--- config.mk ---
export PLATFORM = sky130hd
export DESIGN_NAME = polyline_length_accumulator_core
export DESIGN_NICKNAME = d
export VERILOG_FILES = /design/src/pla_pkg.sv /design/src/pla_ctrl.sv /design/src/pla_datapath.sv /design/src/polyline_length_accumulator_core.sv
export SDC_FILE = /design/constraint.sdc
export NUM_CORES = 1
export LEC_CHECK = 0
export BUFFER_PORTS_ARGS = -buffer_cell sky130_fd_sc_hd__buf_2
export CELL_PAD_IN_SITES_DETAIL_PLACEMENT = 1
export CELL_PAD_IN_SITES_GLOBAL_PLACEMENT = 1
export CORE_UTILIZATION = 45
export CTS_CLUSTER_DIAMETER = 60
export CTS_CLUSTER_SIZE = 20
export DETAILED_ROUTE_END_ITERATION = 6
export HOLD_SLACK_MARGIN = 0.05
export PLACE_DENSITY_LB_ADDON = 0.25
export SLEW_MARGIN = 10
export SYNTH_ARGS = -nofsm -noshare
export SYNTH_HDL_FRONTEND = slang
export SYNTH_HIERARCHICAL = 1
export SYNTH_SLANG_ARGS = --single-unit
--- constraint.sdc ---
create_clock -name clock -period 8 [get_ports clock]
set_clock_uncertainty 0.05 [all_clocks]
set_input_delay 1.6 -clock clock [delete_from_list [all_inputs] [get_ports clock]]
set_output_delay 1.6 -clock clock [all_outputs]
set_load 0.01 [all_outputs]
--- src/pla_pkg.sv ---
// Shared types and constants for the polyline length accumulator.
// Holds the controller state type, the command and status structs and the result widths.
// No dependencies.
package pla_pkg;

   localparam int SEG_W      = 17;
   localparam int TOTAL_W    = 32;
   localparam int RSP_DATA_W = 56;
   localparam logic [TOTAL_W-1:0] TOTAL_MAX = '1;

   typedef enum logic [1:0] {
      ST_IDLE,
      ST_SQUARE,
      ST_ROOT,
      ST_FINISH
   } state_type;

   typedef enum logic [1:0] {
      AXIS_X,
      AXIS_Y,
      AXIS_Z
   } axis_type;

   typedef struct packed {
      logic     load;       // capture the point, form the differences
      logic     mul_en;     // square the difference of the selected axis
      axis_type axis;
      logic     acc_en;     // add the registered square to the sum
      logic     root_step;  // one digit of the square root
      logic     finish;     // write the result register, update the total
   } cmd_type;

   typedef struct packed {
      logic have_prev;    // a previous point is stored
      logic out_free;     // the result register can take a new beat
   } status_type;

endpackage

--- src/pla_ctrl.sv ---
// Controller of the polyline length accumulator: sequences load, squaring,
// square root iterations and result write. Depends on pla_pkg.
module pla_ctrl #(
   parameter int COORD_WIDTH = 16
) (
   input  logic                clock,
   input  logic                reset,
   input  logic                req_tvalid,
   output logic                req_tready,
   input  pla_pkg::status_type status,
   output pla_pkg::cmd_type    cmd
);

   localparam int ROOT_W = COORD_WIDTH + 1;
   localparam int CNT_W  = $clog2(ROOT_W);

   pla_pkg::state_type state_ff, state_in;
   logic [CNT_W-1:0]   step_ff, step_in;

   always_ff @(posedge clock) begin
      if (reset) begin
         state_ff <= pla_pkg::ST_IDLE;
         step_ff  <= '0;
      end else begin
         state_ff <= state_in;
         step_ff  <= step_in;
      end
   end

   always_comb begin
      state_in      = state_ff;
      step_in       = step_ff;
      cmd           = '0;
      cmd.axis      = pla_pkg::AXIS_X;
      req_tready    = 1'b0;
      unique case (state_ff)
         pla_pkg::ST_IDLE: begin
            req_tready = 1'b1;
            if (req_tvalid) begin
               cmd.load = 1'b1;
               step_in  = '0;
               state_in = status.have_prev ? pla_pkg::ST_SQUARE : pla_pkg::ST_FINISH;
            end
         end
         pla_pkg::ST_SQUARE: begin
            // Steps 0..2 square one axis each; steps 1..3 add the previous square.
            unique case (step_ff[1:0])
               2'd0: begin
                  cmd.mul_en = 1'b1;
                  cmd.axis   = pla_pkg::AXIS_X;
               end
               2'd1: begin
                  cmd.mul_en = 1'b1;
                  cmd.axis   = pla_pkg::AXIS_Y;
                  cmd.acc_en = 1'b1;
               end
               2'd2: begin
                  cmd.mul_en = 1'b1;
                  cmd.axis   = pla_pkg::AXIS_Z;
                  cmd.acc_en = 1'b1;
               end
               default: begin
                  cmd.acc_en = 1'b1;
               end
            endcase
            if (step_ff[1:0] == 2'd3) begin
               step_in  = CNT_W'(ROOT_W - 1);
               state_in = pla_pkg::ST_ROOT;
            end else begin
               step_in = step_ff + CNT_W'(1);
            end
         end
         pla_pkg::ST_ROOT: begin
            cmd.root_step = 1'b1;
            if (step_ff == '0) begin
               state_in = pla_pkg::ST_FINISH;
            end else begin
               step_in = step_ff - CNT_W'(1);
            end
         end
         pla_pkg::ST_FINISH: begin
            if (status.out_free) begin
               cmd.finish = 1'b1;
               state_in   = pla_pkg::ST_IDLE;
            end
         end
         default: begin
            state_in = pla_pkg::ST_IDLE;
         end
      endcase
   end

endmodule

--- src/pla_datapath.sv ---
// Datapath of the polyline length accumulator: previous point, differences,
// shared squarer, bit-serial square root, running total and result register.
// Depends on pla_pkg; driven by pla_ctrl.
module pla_datapath #(
   parameter int COORD_WIDTH = 16
) (
   input  logic                                 clock,
   input  logic                                 reset,
   input  pla_pkg::cmd_type                     cmd,
   output pla_pkg::status_type                  status,
   input  logic signed [COORD_WIDTH-1:0]        x_coord,
   input  logic signed [COORD_WIDTH-1:0]        y_coord,
   input  logic signed [COORD_WIDTH-1:0]        z_coord,
   input  logic                                 last_point,
   input  logic                                 rsp_tready,
   output logic                                 rsp_tvalid,
   output logic [pla_pkg::SEG_W-1:0]            segment_length,
   output logic [pla_pkg::TOTAL_W-1:0]          total_length,
   output logic                                 total_saturated,
   output logic                                 path_done
);

   localparam int W      = COORD_WIDTH;
   localparam int SQ_W   = 2 * W;
   localparam int SUM_W  = 2 * W + 2;
   localparam int ROOT_W = W + 1;
   localparam int REM_W  = ROOT_W + 3;
   localparam int TADD_W = ((ROOT_W > pla_pkg::TOTAL_W) ? ROOT_W : pla_pkg::TOTAL_W) + 1;

   logic signed [W-1:0]         prev_x_ff, prev_y_ff, prev_z_ff;
   logic                        have_prev_ff;
   logic [pla_pkg::TOTAL_W-1:0] total_ff;
   logic                        sat_ff;
   logic                        has_seg_ff;
   logic                        last_ff;
   logic [W-1:0]                dx_ff, dy_ff, dz_ff;
   logic [SQ_W-1:0]             prod_ff;
   logic [SUM_W-1:0]            sum_ff;
   logic [REM_W-1:0]            rem_ff;
   logic [ROOT_W-1:0]           root_ff;
   logic                        rsp_valid_ff;
   logic [pla_pkg::SEG_W-1:0]   rsp_seg_ff;
   logic [pla_pkg::TOTAL_W-1:0] rsp_total_ff;
   logic                        rsp_sat_ff;
   logic                        rsp_last_ff;

   logic [W-1:0]                dx_in, dy_in, dz_in;
   logic [W-1:0]                mul_op;
   logic [REM_W-1:0]            rem_sh, trial;
   logic [ROOT_W-1:0]           seg;
   logic [TADD_W-1:0]           tsum;
   logic [pla_pkg::TOTAL_W-1:0] total_in;
   logic                        sat_in;

   function automatic logic [COORD_WIDTH-1:0] abs_diff(
      input logic signed [COORD_WIDTH-1:0] a,
      input logic signed [COORD_WIDTH-1:0] b
   );
      logic signed [COORD_WIDTH:0] d;
      d = {a[COORD_WIDTH-1], a} - {b[COORD_WIDTH-1], b};
      if (d[COORD_WIDTH]) begin
         d = -d;
      end
      return d[COORD_WIDTH-1:0];
   endfunction

   assign dx_in = abs_diff(x_coord, prev_x_ff);
   assign dy_in = abs_diff(y_coord, prev_y_ff);
   assign dz_in = abs_diff(z_coord, prev_z_ff);

   always_comb begin
      unique case (cmd.axis)
         pla_pkg::AXIS_X: mul_op = dx_ff;
         pla_pkg::AXIS_Y: mul_op = dy_ff;
         pla_pkg::AXIS_Z: mul_op = dz_ff;
         default:         mul_op = '0;
      endcase
   end

   // Restoring square root: bring down two radicand bits, try 4*root+1.
   assign rem_sh = {rem_ff[REM_W-3:0], sum_ff[SUM_W-1 -: 2]};
   assign trial  = REM_W'({root_ff, 2'b01});

   assign seg  = has_seg_ff ? root_ff : '0;
   assign tsum = TADD_W'(total_ff) + TADD_W'(seg);

   always_comb begin
      total_in = total_ff;
      sat_in   = sat_ff;
      if (has_seg_ff) begin
         if (tsum >= TADD_W'(pla_pkg::TOTAL_MAX)) begin
            total_in = pla_pkg::TOTAL_MAX;
            sat_in   = 1'b1;
         end else begin
            total_in = tsum[pla_pkg::TOTAL_W-1:0];
         end
      end
   end

   // Trajectory state and result valid.
   always_ff @(posedge clock) begin
      if (reset) begin
         prev_x_ff    <= '0;
         prev_y_ff    <= '0;
         prev_z_ff    <= '0;
         have_prev_ff <= 1'b0;
         total_ff     <= '0;
         sat_ff       <= 1'b0;
         rsp_valid_ff <= 1'b0;
      end else begin
         if (cmd.load) begin
            prev_x_ff    <= last_point ? '0 : x_coord;
            prev_y_ff    <= last_point ? '0 : y_coord;
            prev_z_ff    <= last_point ? '0 : z_coord;
            have_prev_ff <= !last_point;
         end
         if (cmd.finish) begin
            total_ff     <= last_ff ? '0 : total_in;
            sat_ff       <= last_ff ? 1'b0 : sat_in;
            rsp_valid_ff <= 1'b1;
         end else if (rsp_tready) begin
            rsp_valid_ff <= 1'b0;
         end
      end
   end

   // Working registers of one point.
   always_ff @(posedge clock) begin
      if (cmd.load) begin
         dx_ff      <= dx_in;
         dy_ff      <= dy_in;
         dz_ff      <= dz_in;
         has_seg_ff <= have_prev_ff;
         last_ff    <= last_point;
         sum_ff     <= '0;
         rem_ff     <= '0;
         root_ff    <= '0;
      end else begin
         if (cmd.mul_en) begin
            prod_ff <= mul_op * mul_op;
         end
         if (cmd.acc_en) begin
            sum_ff <= sum_ff + SUM_W'(prod_ff);
         end else if (cmd.root_step) begin
            sum_ff <= {sum_ff[SUM_W-3:0], 2'b00};
            if (rem_sh >= trial) begin
               rem_ff  <= rem_sh - trial;
               root_ff <= {root_ff[ROOT_W-2:0], 1'b1};
            end else begin
               rem_ff  <= rem_sh;
               root_ff <= {root_ff[ROOT_W-2:0], 1'b0};
            end
         end
      end
      if (cmd.finish) begin
         rsp_seg_ff   <= pla_pkg::SEG_W'(seg);
         rsp_total_ff <= total_in;
         rsp_sat_ff   <= sat_in;
         rsp_last_ff  <= last_ff;
      end
   end

   assign status.have_prev = have_prev_ff;
   assign status.out_free  = !rsp_valid_ff || rsp_tready;

   assign rsp_tvalid      = rsp_valid_ff;
   assign segment_length  = rsp_seg_ff;
   assign total_length    = rsp_total_ff;
   assign total_saturated = rsp_sat_ff;
   assign path_done       = rsp_last_ff;

endmodule

--- src/polyline_length_accumulator_core.sv ---
// Each point passes three times through the shared squarer, then the square root takes
// one digit per cycle, then a finish state writes the result once the result register
// is free; the first point of a trajectory goes straight to the finish state. A new point
// is taken only once the previous one has finished.
// Reset is synchronous and active high; it clears the stored point, the total and the
// saturation flag and empties the result register.
module polyline_length_accumulator_core #(
   parameter int COORD_WIDTH = 16
) (
   input  logic                              clock,
   input  logic                              reset,
   // Point input stream.
   input  logic                              req_tvalid,
   output logic                              req_tready,
   // From bit 0: x_coord, y_coord, z_coord (COORD_WIDTH each), zero fill to bytes.
   input  logic [((3*COORD_WIDTH+7)/8)*8-1:0] req_tdata,
   input  logic                              req_tlast,   // last_point
   // Result stream.
   output logic                              rsp_tvalid,
   input  logic                              rsp_tready,
   // From bit 0: segment_length (17), total_length (32), zero fill to 56 bits.
   output logic [pla_pkg::RSP_DATA_W-1:0]    rsp_tdata,
   output logic                              rsp_tuser,   // total_saturated
   output logic                              rsp_tlast    // path_done
);

   localparam int W = COORD_WIDTH;

   // Command and status buses between the sequencer and the datapath.
   pla_pkg::cmd_type    cmd;
   pla_pkg::status_type status;

   logic [pla_pkg::SEG_W-1:0]   segment_length;
   logic [pla_pkg::TOTAL_W-1:0] total_length;

   // The controller only takes a point while idle. A finished result sits in the
   // datapath's output register, so the next point can start while it waits.
   pla_ctrl #(
      .COORD_WIDTH(COORD_WIDTH)
   ) u_ctrl (
      .clock     (clock),
      .reset     (reset),
      .req_tvalid(req_tvalid),
      .req_tready(req_tready),
      .status    (status),
      .cmd       (cmd)
   );

   // The datapath forms the absolute differences when the point is taken, squares
   // them one axis per cycle through one multiplier, extracts the floor square root
   // one bit per cycle and then adds the segment to the saturating total.
   pla_datapath #(
      .COORD_WIDTH(COORD_WIDTH)
   ) u_datapath (
      .clock          (clock),
      .reset          (reset),
      .cmd            (cmd),
      .status         (status),
      .x_coord        (req_tdata[W-1:0]),
      .y_coord        (req_tdata[2*W-1:W]),
      .z_coord        (req_tdata[3*W-1:2*W]),
      .last_point     (req_tlast),
      .rsp_tready     (rsp_tready),
      .rsp_tvalid     (rsp_tvalid),
      .segment_length (segment_length),
      .total_length   (total_length),
      .total_saturated(rsp_tuser),
      .path_done      (rsp_tlast)
   );

   // Result beat layout: segment length in the low bits, then the total.
   assign rsp_tdata = {
      (pla_pkg::RSP_DATA_W - pla_pkg::SEG_W - pla_pkg::TOTAL_W)'(0),
      total_length,
      segment_length
   };

endmodule

==> run metrics, run 1 <==
status finished clean; DIE AREA 57,340 um^2; most common cell in the synthesized netlist inv_1; Top FF cell, synth dfxtp_1; antenna viol nets, final 0; Mapped Avg Cell Area 8.959 um^2; Fill cells 6,483; synthesized instance count 2,832; H-tree levels 2; DIE HEIGHT 239.5 um; drt drc 0; Crit. End Element flop; Max-Cap Viols 0; nature of the critical path startpoint flop; die width 239.5 um; Fmax achieved 131.5 MHz; Hold Crit Class reg2reg; GR Overflow Total 0; clock sink count 291; Detailed Place HPWL 54.13 mm; clock slew at reported path FFs 0.07 ns; final setup margin 0.3955 ns; # diodes 0; DRT iter0 DRCs 925; share of layout cells above drive strength 1 9.706%; cell with the largest stage delay on the worst path fa_1; crit path time final 7.605 ns; final hold vios 0; area grow syn2layout 10.95%; floorplan core area 55,420 um^2; Clock Path Buffers 3; post-synthesis sequential area ratio 28.17%; All-Layer GR Usage 24.64%; wire per inst 18.92 um; CTS Root Cell clkbuf_16; DP Cell Count 3,633; Slew Viols, Final 0; final net count 3,377; Crit path largest cell delay 0.55 ns; Synth Cell Area 25,370 um^2; FF+latch area 7149 um^2; Ys Warns 6; Skew-Pair Late Insertion Delay 0.57 ns; number of global-route vias before repair 21,880; Worst Path Max Fanout 19; pre-CTS setup slack -0.07773 ns; port bufs 105; async set-reset flop share out of synthesis 0%; Multi-input gate area 16,560 um^2; Post-Layout Cell Count 3,705; Req. time, crit path 8.25 ns; Avg Vias per Cell 5.537; total CTS buffers 36; Final GP Congestion 0.8834; TritonRoute pass-1 iters 5; setup violators final 0; first-pass GRT wire length 113.7 mm; antenna violations before repair 0; post-synth top area cell edfxtp_1; Least-Margin Pin Slew 1.226 ns; most frequent cells after synthesis inv_1 (354), nor2_1 (285), nand2_1 (230); largest net degree at the start of global routing 90; dpl cell area 26,800 um^2; Synth top area share 15.62%; Netlist cell types 80; crit-path most repeated cell fa_1; num rows 86; Slew HR 18.10%; IO Pins 113; fin area 28,150 um^2; CTS tree built; Yosys reg bits 291; EDFF count, synth 132; Via Count 20,510; initial cell density of the core 45.79%; ranking of synthesized cells by area edfxtp_1 (16%), fa_1 (13%), dfxtp_1 (13%); total routed wirelength 70.10 mm; Tcrit/Tclk final 95.06%; critical path type reg2reg; Arrival @ worst endpoint 7.86 ns
-- critical path, delay by kind of cell (launching register included) --
kind,cells,cell delay [ns]
AOI/OAI and AO/OA,10,1.64
xor gates and xnor gates,1,0.09
adders and majority gates,8,3.73
buffers and inverters,6,0.60
DFF,1,0.44
muxes,1,0.26
and+or+nand+nor,4,0.51
-- layout make-up --
| class | count | area share (%) |
|---|---|---|
| multi-input cells | 2084 | 58.82 |
| inverters | 359 | 4.840 |
| clock buffers | 40 | 3.253 |
| repair buffers | 157 | 3.311 |
| well taps | 748 | 3.325 |
| flip-flops and latches | 291 | 25.40 |
| clock inverters | 26 | 1.049 |
-- what timing repair did --
| action | in CTS | in global routing |
|---|---|---|
| endpoints found under the setup margin | 2 | 9 |
| pin swaps | 0 | 1 |
| hold buffers | 0 | 0 |
| setup buffers | 0 | 6 |
| resized for setup | 4 | 27 |
| endpoints found under the hold margin | 0 | 0 |
-- cell families (layout without fill, tap and decap cells) --
family                   Yosys count  after routing  share of synthesized area [%]
AO/OA/AOI/OAI                    616            616                          16.55
XOR/XNOR                         171            171                          5.903
adder cells (fa/ha/maj)          395            395                          24.48
buffers and inverters            463            582                          7.071
flip-flops                       291            291                          28.17
multiplexers                      59             59                          2.357
other                              1              7                        0.01478
AND/OR/NAND/NOR                  836            836                          15.46
-- cell usage in the layout, fill, tap and decap left out, drive strengths merged, types with 17 or more instances in the layout --
master | synthesis | layout
inv | 355 | 364
nor2 | 286 | 286
nand2 | 230 | 230
ha | 226 | 226
fa | 169 | 169
dfxtp | 159 | 159
a21oi | 159 | 159
buf | 23 | 157
edfxtp | 132 | 132
xnor2 | 120 | 120
o21ai | 115 | 115
a211oi | 79 | 79
nor3 | 59 | 59
mux2i | 53 | 53
xor2 | 51 | 51
a2bb2oi | 45 | 45
nand3 | 44 | 44
a21o | 44 | 44
nor2b | 44 | 44
clkbuf | 81 | 40
o21a | 28 | 28
nand2b | 27 | 27
and3 | 26 | 26
nand4 | 19 | 19
o21bai | 19 | 19
or3 | 19 | 19
a221o | 18 | 18
and2 | 18 | 18
a31oi | 17 | 17
-- layer usage --
metal,vias up,share of wire [%],global-route usage (%)
met5,-,0,0
met4,0,2.8,7.595
met3,109,3.3,3.100
met2,330,51,44.71
met1,10140,43,30.16
li1,9931,-,-
-- final timing paths --
kind                           start                     end  slack [ns]  depth (start not counted)
setup / recovery  u_ctrl/state_ff[0]  u_datapath/prod_ff[31]        0.40                         30
hold / removal     u_datapath/sat_ff       u_datapath/sat_ff        0.41                          1
setup reg to reg  u_ctrl/state_ff[0]  u_datapath/prod_ff[31]        0.40                         30
hold reg to reg    u_datapath/sat_ff       u_datapath/sat_ff        0.41                          1
-- flip-flops by register name, summed over array words and instances (netlist names), 2 cells and up --
name and cells:
u_datapath/total_length 32, u_datapath/total_ff 32, u_datapath/dz_ff 16, u_datapath/prev_y_ff 16, u_datapath/segment_length 17, u_datapath/prev_z_ff 16
u_datapath/dx_ff 16, u_datapath/prod_ff 31, u_datapath/prev_x_ff 16, u_datapath/rem_ff 18, u_ctrl/step_ff 5, u_datapath/root_ff 17
u_datapath/sum_ff 34, u_ctrl/state_ff 2, u_datapath/dy_ff 16
-- per-stage QoR --
stage / hold WS [ns] / TNS, ns / utilization [%]
floorplan: 0.3682 / 0 / -
global placement: 0.3820 / 0 / 48.36
detailed placement: 0.3934 / -0.1062 / 48.36
CTS: 0.4115 / 0 / 50.56
global route: 0.4367 / -0.01249 / 50.80
finish: 0.4060 / 0 / 50.80
Power of run 1 is not shown: default switching activity piles up to over one toggle a cycle in this logic, so the estimate is an artifact.
==> inputs of run 2 (changes only) <==
--- a/config.mk
+++ b/config.mk
@@ -5,10 +5,11 @@
 export SDC_FILE = /design/constraint.sdc
 export NUM_CORES = 1
 export LEC_CHECK = 0
+export ABC_AREA = 1
 export BUFFER_PORTS_ARGS = -buffer_cell sky130_fd_sc_hd__buf_2
 export CELL_PAD_IN_SITES_DETAIL_PLACEMENT = 1
 export CELL_PAD_IN_SITES_GLOBAL_PLACEMENT = 1
-export CORE_UTILIZATION = 45
+export CORE_UTILIZATION = 47
 export CTS_CLUSTER_DIAMETER = 60
 export CTS_CLUSTER_SIZE = 20
 export DETAILED_ROUTE_END_ITERATION = 6
==> constraint.sdc (replaced) <==
create_clock -name clock -period 7.8 [get_ports clock]
set_clock_uncertainty 0.05 [all_clocks]
set_input_delay 1.56 -clock clock [delete_from_list [all_inputs] [get_ports clock]]
set_output_delay 1.56 -clock clock [all_outputs]
set_load 0.01 [all_outputs]
==> run 2 against run 1 <==
Effect of this change:
- core utilization rose by 2.0 points
- critical path depth rose by 2
- worst hold slack improved by 0.026 ns
- wire length rose by 13%
- largest cell class unchanged
==> run metrics, run 2 <==
Max-Cap Viols 0; Least-Margin Pin Slew 1.008 ns; EDFF count, synth 132; Top FF cell, synth dfxtp_1; Crit. End Element flop; Post-CTS Hold Fix Bufs 0; clock sink count 291; antenna viol nets, final 0; fin area 29,980 um^2; H-tree levels 2; cell with the largest stage delay on the worst path fa_1; post-synthesis simple-gate area fraction 23.98%; Mapped Avg Cell Area 7.355 um^2; setup violators final 0; Worst Path Max Fanout 15; GR Overflow Total 0; Tcrit/Tclk final 94.98%; DRT iter0 DRCs 1,056; clock slew at reported path FFs 0.08 ns; DIE AREA 58,900 um^2; max reg flops 34; largest net degree at the start of global routing 82; Synth Area in XOR/XNOR 4.246%; CTS Root Cell clkbuf_16; Synth Area in Compound Gates 10.67%; largest family of logic cells by synthesized area simple AND/OR/NAND/NOR gates; most common cell in the synthesized netlist nand2_1; Yosys reg bits 291; area grow syn2layout 10.12%; critical path type reg2reg; crit path time final 7.409 ns; TritonRoute pass-1 iters 5; final net count 4,246; dpl cell area 28,620 um^2; CTS tree built; Ys Warns 6; Biggest register u_datapath/sum_ff; Fmax achieved 135.0 MHz; Reg2Reg Setup Slack 0.39 ns; Via Count 24,330; Final Util 52.77%; All-Layer GR Usage 26.64%; async set-reset flop share out of synthesis 0%; WHS Path Cells 0; Arrival @ worst endpoint 7.66 ns; initial cell density of the core 47.92%; Detailed Place HPWL 62.42 mm; num rows 87; Skew-Pair Late Insertion Delay 0.59 ns; nature of the critical path startpoint flop; worst reg2reg path depth 32; Slew HR 32.75%; most common cell after layout, fill and taps aside nand2_1; post-synthesis sequential area ratio 26.25%; DIE HEIGHT 242.7 um; die width 242.7 um; number of global-route vias before repair 25,360; Avg Vias per Cell 5.310; Req. time, crit path 8.05 ns; Crit path largest cell delay 0.56 ns; mux contribution to synthesized area 0.07812%; total CTS buffers 35; total routed wirelength 79.05 mm; Post-Layout Cell Count 4,581; wire per inst 17.26 um; first-pass GRT wire length 128.1 mm; drt drc 0; Final GP Congestion 0.9074; Netlist cell types 56; DP Cell Count 4,513; post-synth top area cell edfxtp_1; Synth Cell Area 27,230 um^2; status finished clean; crit-path most repeated cell inv_1; floorplan core area 56,820 um^2; # diodes 0; Slew Viols, Final 0; antenna violations before repair 1; IO Pins 113; final hold vios 0; Hold Crit Class reg2reg; most frequent cells after synthesis nand2_1 (851), inv_1 (737), nor2_1 (291); Synth top area share 14.56%; port bufs 105; synthesized instance count 3,702; most frequent cells in the layout nand2_1 (851), inv_1 (731), nor2_1 (286); ranking of synthesized cells by area edfxtp_1 (15%), fa_1 (12%), nand2_1 (12%); share of layout cells above drive strength 1 8.993%; Clock Path Buffers 3; post-synthesis adder-cell area fraction 22.81%; TNS Setup 0 ns
==> run 2: final cells by class <==
class,instances,area (um^2)
fill,7309,26840
multi-input combinational,2566,16960
sequential,291,7147
inverter,757,2846
tap,756,945.9
clock buffer,37,914.6
timing repair buffer,147,843.3
clock inverter,27,329.1
==> run 2: timing repair <==
item                                    CTS  global route
pin swaps                                 0             1
resized for setup                         1            23
endpoints found under the setup margin    4            12
buffers inserted                          0             4
==> run 2: cell families after synthesis <==
logic type / count (synthesis)
simple gates: 1521
buf+inv: 851
compound gates: 509
fa+ha+maj: 395
flops: 291
xor+xnor: 132
mux: 2
other cells: 1
==> run 2: worst max-delay path: cells and delay by family, from the launching register on <==
family	cells	cell delay, ns
buffers and inverters	11	0.97
AO/OA/AOI/OAI	9	2.07
adder cells (fa/ha/maj)	8	3.16
AND/OR/NAND/NOR	3	0.30
XOR/XNOR	1	0.16
flip-flops	1	0.41
==> run 2: path summary, 6_finish.rpt <==
kind / startpoint / end
max: u_ctrl/state_ff[1] / u_datapath/prod_ff[29]
min: u_datapath/have_prev_ff / u_datapath/has_seg_ff
max reg2reg: u_ctrl/state_ff[1] / u_datapath/prod_ff[29]
min reg2reg: u_datapath/have_prev_ff / u_datapath/has_seg_ff
==> run 2: metrics by stage <==
step | hold WS, ns | setup slack [ns]
after floorplan | 0.3772 | 0.7426
after global placement | 0.4111 | 0.3527
after detailed placement | 0.4164 | -0.06504
after CTS | 0.4344 | 0.02025
after global routing | 0.4370 | -0.01414
final | 0.4322 | 0.3912
==> run 2: routing by layer <==
metal | vias to the layer above | routed length, um | global-route usage, %
li1 | 11950 | - | -
met1 | 11840 | 35300 | 33.46
met2 | 405 | 38680 | 47.24
met3 | 134 | 2702 | 3.129
met4 | 2 | 2359 | 8.861
met5 | - | 12 | 0
Power of run 2 is left out for the same reason.
==> inputs of run 3 (changes only) <==
--- a/config.mk
+++ b/config.mk
@@ -15,6 +15,7 @@
 export DETAILED_ROUTE_END_ITERATION = 6
 export HOLD_SLACK_MARGIN = 0.05
 export PLACE_DENSITY_LB_ADDON = 0.25
+export RECOVER_POWER = 25
 export SLEW_MARGIN = 10
 export SYNTH_ARGS = -nofsm -noshare
 export SYNTH_HDL_FRONTEND = slang
==> run 3 against run 2 <==
Effect of this change:
- the flow now finishes with violations (capacitance limit, slew limit)
- critical path depth unchanged
- die area is the same
- wire length about the same
- cell area is essentially flat
- global-route usage unchanged
- sequential share of layout area about the same
- sequential cell count unchanged
- count of clock-buffer cells in the layout unchanged
- worst hold slack improved by 0.00094 ns
- via count is 0.16% lower
- core utilization down 0.051 points
- critical path type unchanged
- critical endpoint unchanged
- highest routed layer unchanged
==> run metrics, run 3 (synthesis gave the netlist of run 2 again) <==
die width 242.7 um; num rows 87; most common cell after layout, fill and taps aside nand2_1; clock slew at reported path FFs 0.08 ns; Hold Crit Class reg2reg; dpl cell area 28,620 um^2; Skew-Pair Late Insertion Delay 0.59 ns; final net count 4,246; Final Util 52.72%; fin area 29,960 um^2; TritonRoute pass-1 iters 7; Max-Cap Viols 5; DIE AREA 58,900 um^2; H-tree levels 2; Post-CTS Hold Fix Bufs 0; initial cell density of the core 47.92%; Crit path largest cell delay 0.56 ns; GR Overflow Total 0; Post-Layout Cell Count 4,581; total routed wirelength 79.01 mm; # diodes 0; floorplan core area 56,820 um^2; DIE HEIGHT 242.7 um; Final GP Congestion 0.9074; setup violators final 0; first-pass GRT wire length 128.1 mm; Fmax achieved 134.6 MHz; Crit. End Element flop; Least-Margin Pin Slew 3.343 ns; nature of the critical path startpoint flop; All-Layer GR Usage 26.64%; Avg Vias per Cell 5.301; status finished with violations; DP Cell Count 4,513; antenna violations before repair 1; total CTS buffers 35; crit path time final 7.431 ns; most frequent cells in the layout nand2_1 (851), inv_1 (731), nor2_1 (286); antenna viol nets, final 0; Via Count 24,290; number of global-route vias before repair 25,360; area grow syn2layout 10.01%; largest net degree at the start of global routing 82; port bufs 105; violated checks capacitance limit, slew limit; Slew HR -122.9%; Slew Viols, Final 253; DRT iter0 DRCs 1,054; CTS tree built; critical path type reg2reg; Clock Path Buffers 3; final hold vios 0; Biggest register u_datapath/sum_ff; Tcrit/Tclk final 95.27%; Detailed Place HPWL 62.42 mm; share of layout cells above drive strength 1 8.706%; Arrival @ worst endpoint 7.68 ns; clock sink count 291; Req. time, crit path 8.05 ns; pre-CTS setup slack -0.06504 ns; crit-path most repeated cell inv_1; Worst Path Max Fanout 15; IO Pins 113; cell with the largest stage delay on the worst path fa_1; drt drc 0; wire per inst 17.25 um; max reg flops 34; final setup margin 0.3687 ns; CTS Root Cell clkbuf_16
run 3: metrics by stage:
stage	hold WS, ns	TNS [ns]
after floorplan	0.3772	0
after CTS	0.4344	0
final	0.4331	0
after detailed placement	0.4164	-0.1965
after global placement	0.4111	0
after global routing	0.4370	-0.008033
run 3: what timing repair did:
item                                   4_1_cts  5_1_grt
setup buffers                                0        4
gates resized for setup                      1       23
endpoints found under the hold margin        0        0
pin swaps                                    0        1
gates cloned                                 0        0
setup endpoints to repair                    4       12
run 3: final timing paths:
| kind | start | to | slack, ns | cells after the start |
|---|---|---|---|---|
| worst max register to register | u_ctrl/state_ff[1] | u_datapath/prod_ff[29] | 0.37 | 32 |
| worst max-delay path | u_ctrl/state_ff[1] | u_datapath/prod_ff[29] | 0.37 | 32 |
| worst min-delay path | u_datapath/have_prev_ff | u_datapath/has_seg_ff | 0.43 | 0 |
| worst min register to register | u_datapath/have_prev_ff | u_datapath/has_seg_ff | 0.43 | 0 |
run 3: layout make-up:
type	count	area, um^2
sequential	291	7147
clock buffer	37	914.6
multi-input combinational	2566	16960
inverter	757	2845
tap	756	945.9
timing repair buffer	147	815.8
clock inverter	27	329.1
fill	7321	26870
run 3: critical path: cells and delay by family (launching register included):
family	cells	cell delay [ns]
DFF	1	0.41
xor gates and xnor gates	1	0.16
and+or+nand+nor	3	0.30
adders and majority gates	8	3.17
AOI/OAI and AO/OA	9	2.08
buffers and inverters	11	0.97
run 3: layer usage:
layer	global-route usage [%]	vias up	part of all wire, %
met4	8.861	2	3.1
met5	0	-	0.022
met2	47.24	409	49
met3	3.129	141	3.4
met1	33.46	11800	45
li1	-	11940	-
Power of run 3 is left out for the same reason.
